### src/rtl/forth_stack_unit_defines.svh
// Assertion helpers for the stack unit
`ifndef FORTH_STACK_UNIT_DEFINES_SVH
`define FORTH_STACK_UNIT_DEFINES_SVH
// Implication checked on every edge outside reset
`define FSU_ASSERT_IMP(label, ante, cons) \
  label: assert property (@(posedge clk) disable iff (!rst_n) (ante) |-> (cons)) \
    else $error("fsu check failed");
// Next-cycle implication
`define FSU_ASSERT_NEXT(label, ante, cons) \
  label: assert property (@(posedge clk) disable iff (!rst_n) (ante) |=> (cons)) \
    else $error("fsu check failed");
`endif

### src/rtl/fsu_pkg.sv
`default_nettype none
package fsu_pkg;
  localparam int DataDepth   = 32;
  localparam int ReturnDepth = 32;
  localparam int CellBits    = 32;
  localparam int DPtrBits    = $clog2(DataDepth);
  localparam int RPtrBits    = $clog2(ReturnDepth);
  localparam int DCntBits    = $clog2(DataDepth + 1);
  localparam int RCntBits    = $clog2(ReturnDepth + 1);

  typedef logic [CellBits-1:0] cell_t;

  typedef enum logic [4:0] {
    OP_LIT = 5'd0, OP_DUP = 5'd1, OP_2DUP = 5'd2, OP_QDUP = 5'd3, OP_DROP = 5'd4,
    OP_2DROP = 5'd5, OP_SWAP = 5'd6, OP_OVER = 5'd7, OP_ROT = 5'd8, OP_MROT = 5'd9,
    OP_ROLL = 5'd10, OP_MROLL = 5'd11, OP_PICK = 5'd12, OP_NIP = 5'd13,
    OP_TUCK = 5'd14, OP_DEPTH = 5'd15, OP_TOR = 5'd16, OP_RFROM = 5'd17,
    OP_RFETCH = 5'd18, OP_RPICK = 5'd19, OP_RDROP = 5'd20, OP_NOT = 5'd21
  } op_t;

  localparam logic [1:0] ST_OK = 2'd0, ST_UNDER = 2'd1, ST_OVER = 2'd2, ST_INDEX = 2'd3;

  typedef struct packed {
    logic [4:0]  cmd;
    logic [31:0] literal;
  } in_word_t;

  typedef struct packed {
    logic [31:0] top_cell;
    logic [31:0] second_cell;
    logic [5:0]  data_depth;
    logic [5:0]  return_depth;
    logic [1:0]  status;
  } out_word_t;

  // Decoded command passed from front to back
  typedef struct packed {
    logic [4:0] cmd;
    cell_t      lit;
  } dec_t;
endpackage
`default_nettype wire

### src/rtl/fsu_front.sv
`default_nettype none
module fsu_front (
  input  wire logic             clk,
  input  wire logic             rst_n,
  input  wire logic             in_valid,
  output logic                  in_stall,
  input  wire fsu_pkg::in_word_t in_word,
  output logic                  q_valid,
  input  wire logic             q_take,
  output fsu_pkg::dec_t         q_word
);
  import fsu_pkg::*;

  // two-entry queue toward the back end
  dec_t       q_mem_r [2];
  dec_t       q_mem_nxt [2];
  logic [1:0] q_cnt_r, q_cnt_nxt;
  logic       push, pop;
  dec_t       dec;

  // literal sign-extended/truncated to cell width
  always_comb begin
    dec.cmd = in_word.cmd;
    dec.lit = CellBits'($signed({{(CellBits > 32 ? CellBits - 32 : 1){in_word.literal[31]}},
                                 in_word.literal}));
  end

  assign in_stall = (q_cnt_r == 2'd2);
  assign push     = in_valid && !in_stall;
  assign q_valid  = (q_cnt_r != 2'd0);
  assign pop      = q_valid && q_take;
  assign q_word   = q_mem_r[0];

  always_comb begin
    q_mem_nxt = q_mem_r;
    q_cnt_nxt = q_cnt_r;
    if (pop) begin
      q_mem_nxt[0] = q_mem_r[1];
      q_cnt_nxt    = q_cnt_nxt - 2'd1;
    end
    if (push) begin
      q_mem_nxt[q_cnt_nxt[0]] = dec;
      q_cnt_nxt               = q_cnt_nxt + 2'd1;
    end
  end

  always_ff @(posedge clk) begin
    if (!rst_n) begin
      q_cnt_r <= 2'd0;
    end else begin
      q_cnt_r <= q_cnt_nxt;
    end
    q_mem_r <= q_mem_nxt;
  end
endmodule
`default_nettype wire

### config.mk
export PLATFORM = sky130hd
export DESIGN_NAME = fsu_front
export DESIGN_NICKNAME = d
export VERILOG_FILES = /design/src/rtl/forth_stack_unit_defines.svh /design/src/rtl/fsu_pkg.sv /design/src/rtl/fsu_front.sv
export SDC_FILE = /design/constraint.sdc
export NUM_CORES = 1
export LEC_CHECK = 0
export ABC_AREA = 1
export BUFFER_PORTS_ARGS = -buffer_cell sky130_fd_sc_hd__buf_2
export CORE_MARGIN = 2
export CORE_UTILIZATION = 40
export DETAILED_ROUTE_END_ITERATION = 16
export PLACE_DENSITY = 0.74
export SYNTH_ARGS = -nofsm -noshare
export SYNTH_HDL_FRONTEND = slang
export SYNTH_SLANG_ARGS = --single-unit
### constraint.sdc
create_clock -name clk -period 6.6 [get_ports clk]
set_clock_uncertainty 0.15 [all_clocks]
set_input_delay 1.32 -clock clk [delete_from_list [all_inputs] [get_ports clk]]
set_output_delay 1.32 -clock clk [all_outputs]
set_load 0.02 [all_outputs]
* Word-level counts from Yosys, hierarchy flattened
Cells that the tools add are included.
** Storage, ports and cells
- Output and inout port bits :: 39
- Register bits :: 76
- Input bits :: 41
** Operators by class
- Bitwise operators :: 1
- Magnitude comparators :: 2
- Reductions and logical operators :: 5
- Equal/unequal tests :: 1
- Muxes and demuxes :: 7
- Add/sub/neg operators :: 2
** Operators with widths (number)
- bitwise mux 74 bit :: 1
- 2-to-1 mux 37 bit :: 2
- 2-to-1 mux 74 bit :: 1
- demux 37 bit (select 1 bit) :: 1
- 2-to-1 mux 2 bit :: 2
- logical AND 1 bit :: 3
- adder 2 x 1 -> 2 bit (second input constant) :: 1
- equality test 2 bit (second input constant) :: 1
- greater-or-equal comparator 2 bit (second input constant) :: 1
- less-than comparator 2 x 1 -> 1 bit (second input constant) :: 1
- inverter 1 -> 2 bit :: 1
- nonzero test 2 bit :: 1
- subtractor 2 x 1 -> 2 bit (second input constant) :: 1
- logical NOT 1 bit :: 1

* Logic depth before layout (Yosys ltp)
- Depth in word-level cells :: 10
- Gate-level depth with buffers :: 11
- Gate-level depth less buffers :: 10

* Least setup slack after synthesis
Ideal clock, no wire load.
- Path kind :: input port to flip-flop
- Start :: in in_valid
- End :: reg with a tool-made name
- Arrival time :: 2.396 ns
- Slack :: 3.675 ns
- Buffers on the path :: 1
- Data required time :: 6.072 ns
- Stages on the path :: 4
- Cell sequence :: inv_1 -> nor2_4 -> clkbuf_1 -> ha_1
** RTL lines
- from (decl) :: line fsu_front.sv:5 : input wire logic in_valid,

==> flow_summary.json <==
{
  "die_h_um": 95.05,
  "timing.final.max_slew_violations": 0,
  "synthesis.nets": 425,
  "yosys_warnings": 0,
  "syn-cell-area_um2": 3316,
  "grt_usage_pct": 15.67,
  "timing.fmax_mhz": 287.6,
  "drive_gt1_share_pct": 23.28,
  "ctsHoldBuffers": 0,
  "cap_violations": 0,
  "worst_path_most_repeated_cell": "nand2_1",
  "crit_chain": "buf_2 > nand2_1 > buf_4 > nand2_1 > nand2_2 > inv_1 > ha_1",
  "cts_tree": "built",
  "grt_pass1_wl_um": 10800,
  "clockBufferDepth": 2,
  "p_leak_nw": 1.830,
  "grt_setup_unrepaired": "no",
  "coreArea_um2": 8134,
  "ys_types": 15,
  "grt_remaining_overflow": 0,
  "nFillCells": 781,
  "endpoint_kind": "flop",
  "wire_per_inst_um": 12.74,
  "cp_max_fo": 39,
  "drt-pass1-iter-count": 4,
  "htree_num_levels": 3,
  "antenna_found_initial": 0,
  "ys_seq_elements": 76,
  "synth_area_per_cell_um2": 8.703,
  "numCtsBuffers": 9,
  "diodes": 0,
  "fin_hold_ws_ns": 0.3773,
  "finalSetupViolCount": 0,
  "relSlewSlack_pct": 34.70,
  "seqCellArea_um2": 1892,
  "required_ns": 6.41,
  "grt_max_degree": 41,
  "fin_nets": 460,
  "start_kind": "input port",
  "drc": 0,
  "peakVddDrop_uv": 222.3,
  "max_stage_delay_ns": 0.75,
  "syn_to_final_growth_pct": 9.170,
  "vias": 2384,
  "clk_pin_slew_ns": 0.08,
  "hold_path.class": "reg2reg",
  "initial_core_util_pct": 40.76,
  "num_rows": 33,
  "tightestPinTransition_ns": 0.9772,
  "power.density_nw_per_um2": 513.6,
  "critPathSlowestCell": "ha_1",
  "die_area_um2": 9034,
  "synth_top_area_cell": "edfxtp_1",
  "first_iter_violations": 118,
  "worst-setup-path-type": "in2reg",
  "cp_data_arrival_time_ns": 3.28,
  "cts-root-buf": "clkbuf_8",
  "fin_crit_ns": 3.477,
  "antenna_left": 0,
  "cts_resized": 0,
  "fin_crit_sh_pct": 52.68,
  "cts_sinks": 76,
  "first_global_vias": 2326,
  "final-hold-violation-count": 0,
  "clk-insertion-delay-late_ns": 0.34,
  "netlist_instances": 381,
  "gp_congestion": 0.7534,
  "routed_via_density": 4.532,
  "io_buffers": 79,
  "die_w_um": 95.05,
  "place_hpwl_um": 4323,
  "ios": 80,
  "cts_setup_buffers": 0,
  "power.total_mw": 1.859,
  "synth_top_area_share_pct": 33.51,
  "fin_tns_setup_ns": 0,
  "synth_seq_area_share_pct": 57.06,
  "multi_input_area_um2": 1005,
  "outcome": "complete, no violations",
  "netlist_top_cells_area": "edfxtp_1 (34%), dfxtp_1 (24%), nand2_1 (22%)",
  "routed_wirelength_um": 6702
}
==> cell type report <==
type	instances	share of cell area [%]
tap	105	3.629
timing repair buffer	80	11.13
sequential	76	52.26
multi-input combinational	241	27.76
clock inverter	6	0.8642
clock buffer	10	3.526
inverter	8	0.8296
==> through the flow <==
step	utilization (%)	cells	area, µm²	setup WS (ns)
final	44.50	526	3620	3.123
after global routing	44.50	526	3620	2.894
after CTS	44.50	526	3620	3.090
after detailed placement	42.55	510	3461	2.733
after global placement	42.55	510	3461	2.803
after floorplan	-	381	3316	3.675
==> placed cells by master, fill, tap and decap left out, drive strengths merged <==
master    synthesis  routed
nand3            39      39
nand2           195     195
dfxtp            39      39
clkbuf            1      10
clkinvlp          0       1
edfxtp           37      37
nor2              4       4
ha                3       3
inv               8       8
clkinv            0       5
buf              55      80
==> cells by family (layout without fill, tap and decap cells) <==
group,Yosys count,after routing,synth area share (%)
fa+ha+maj,3,3,1.132
buf+inv,64,104,12.87
flops,76,76,57.06
simple gates,238,238,28.94
==> per-layer routing <==
layer  GRT usage (%)  routed length [µm]  share of wire, %
met2           26.30                3334                50
met4           6.159                 101               1.5
met3           5.375                 506               7.5
met5               0                   0                 0
met1           18.47                2759                41
==> synth_stat cells, drive strengths merged <==
cell type,count
nand3,39
ha,3
buf,55
inv,8
dfxtp,39
nand2,195
edfxtp,37
clkbuf,1
nor2,4
==> where the power goes <==
group	internal (mW)	leakage [nW]	switching, mW
clock	0.133	0.0832	0.158
combinational	0.249	1.08	0.558
sequential	0.689	0.669	0.0729
==> worst max-delay path: cells and delay by family <==
kind | cells | cell delay, ns
AND/OR/NAND/NOR | 3 | 0.66
adder cells (fa/ha/maj) | 1 | 0.75
buffers and inverters | 3 | 0.55
==> worst paths after layout <==
check / from / end / slack (ns) / depth (start not counted)
max: q_take / flop / 3.12 / 7
min: flop / q_word[32]$_DFF_P_ / 0.38 / 4
max reg2reg: q_cnt_r[0]$_SDFF_PN0_ / flop / 3.45 / 9
min reg2reg: flop / q_word[32]$_DFF_P_ / 0.38 / 4
Power figures use the tool's default switching activity.
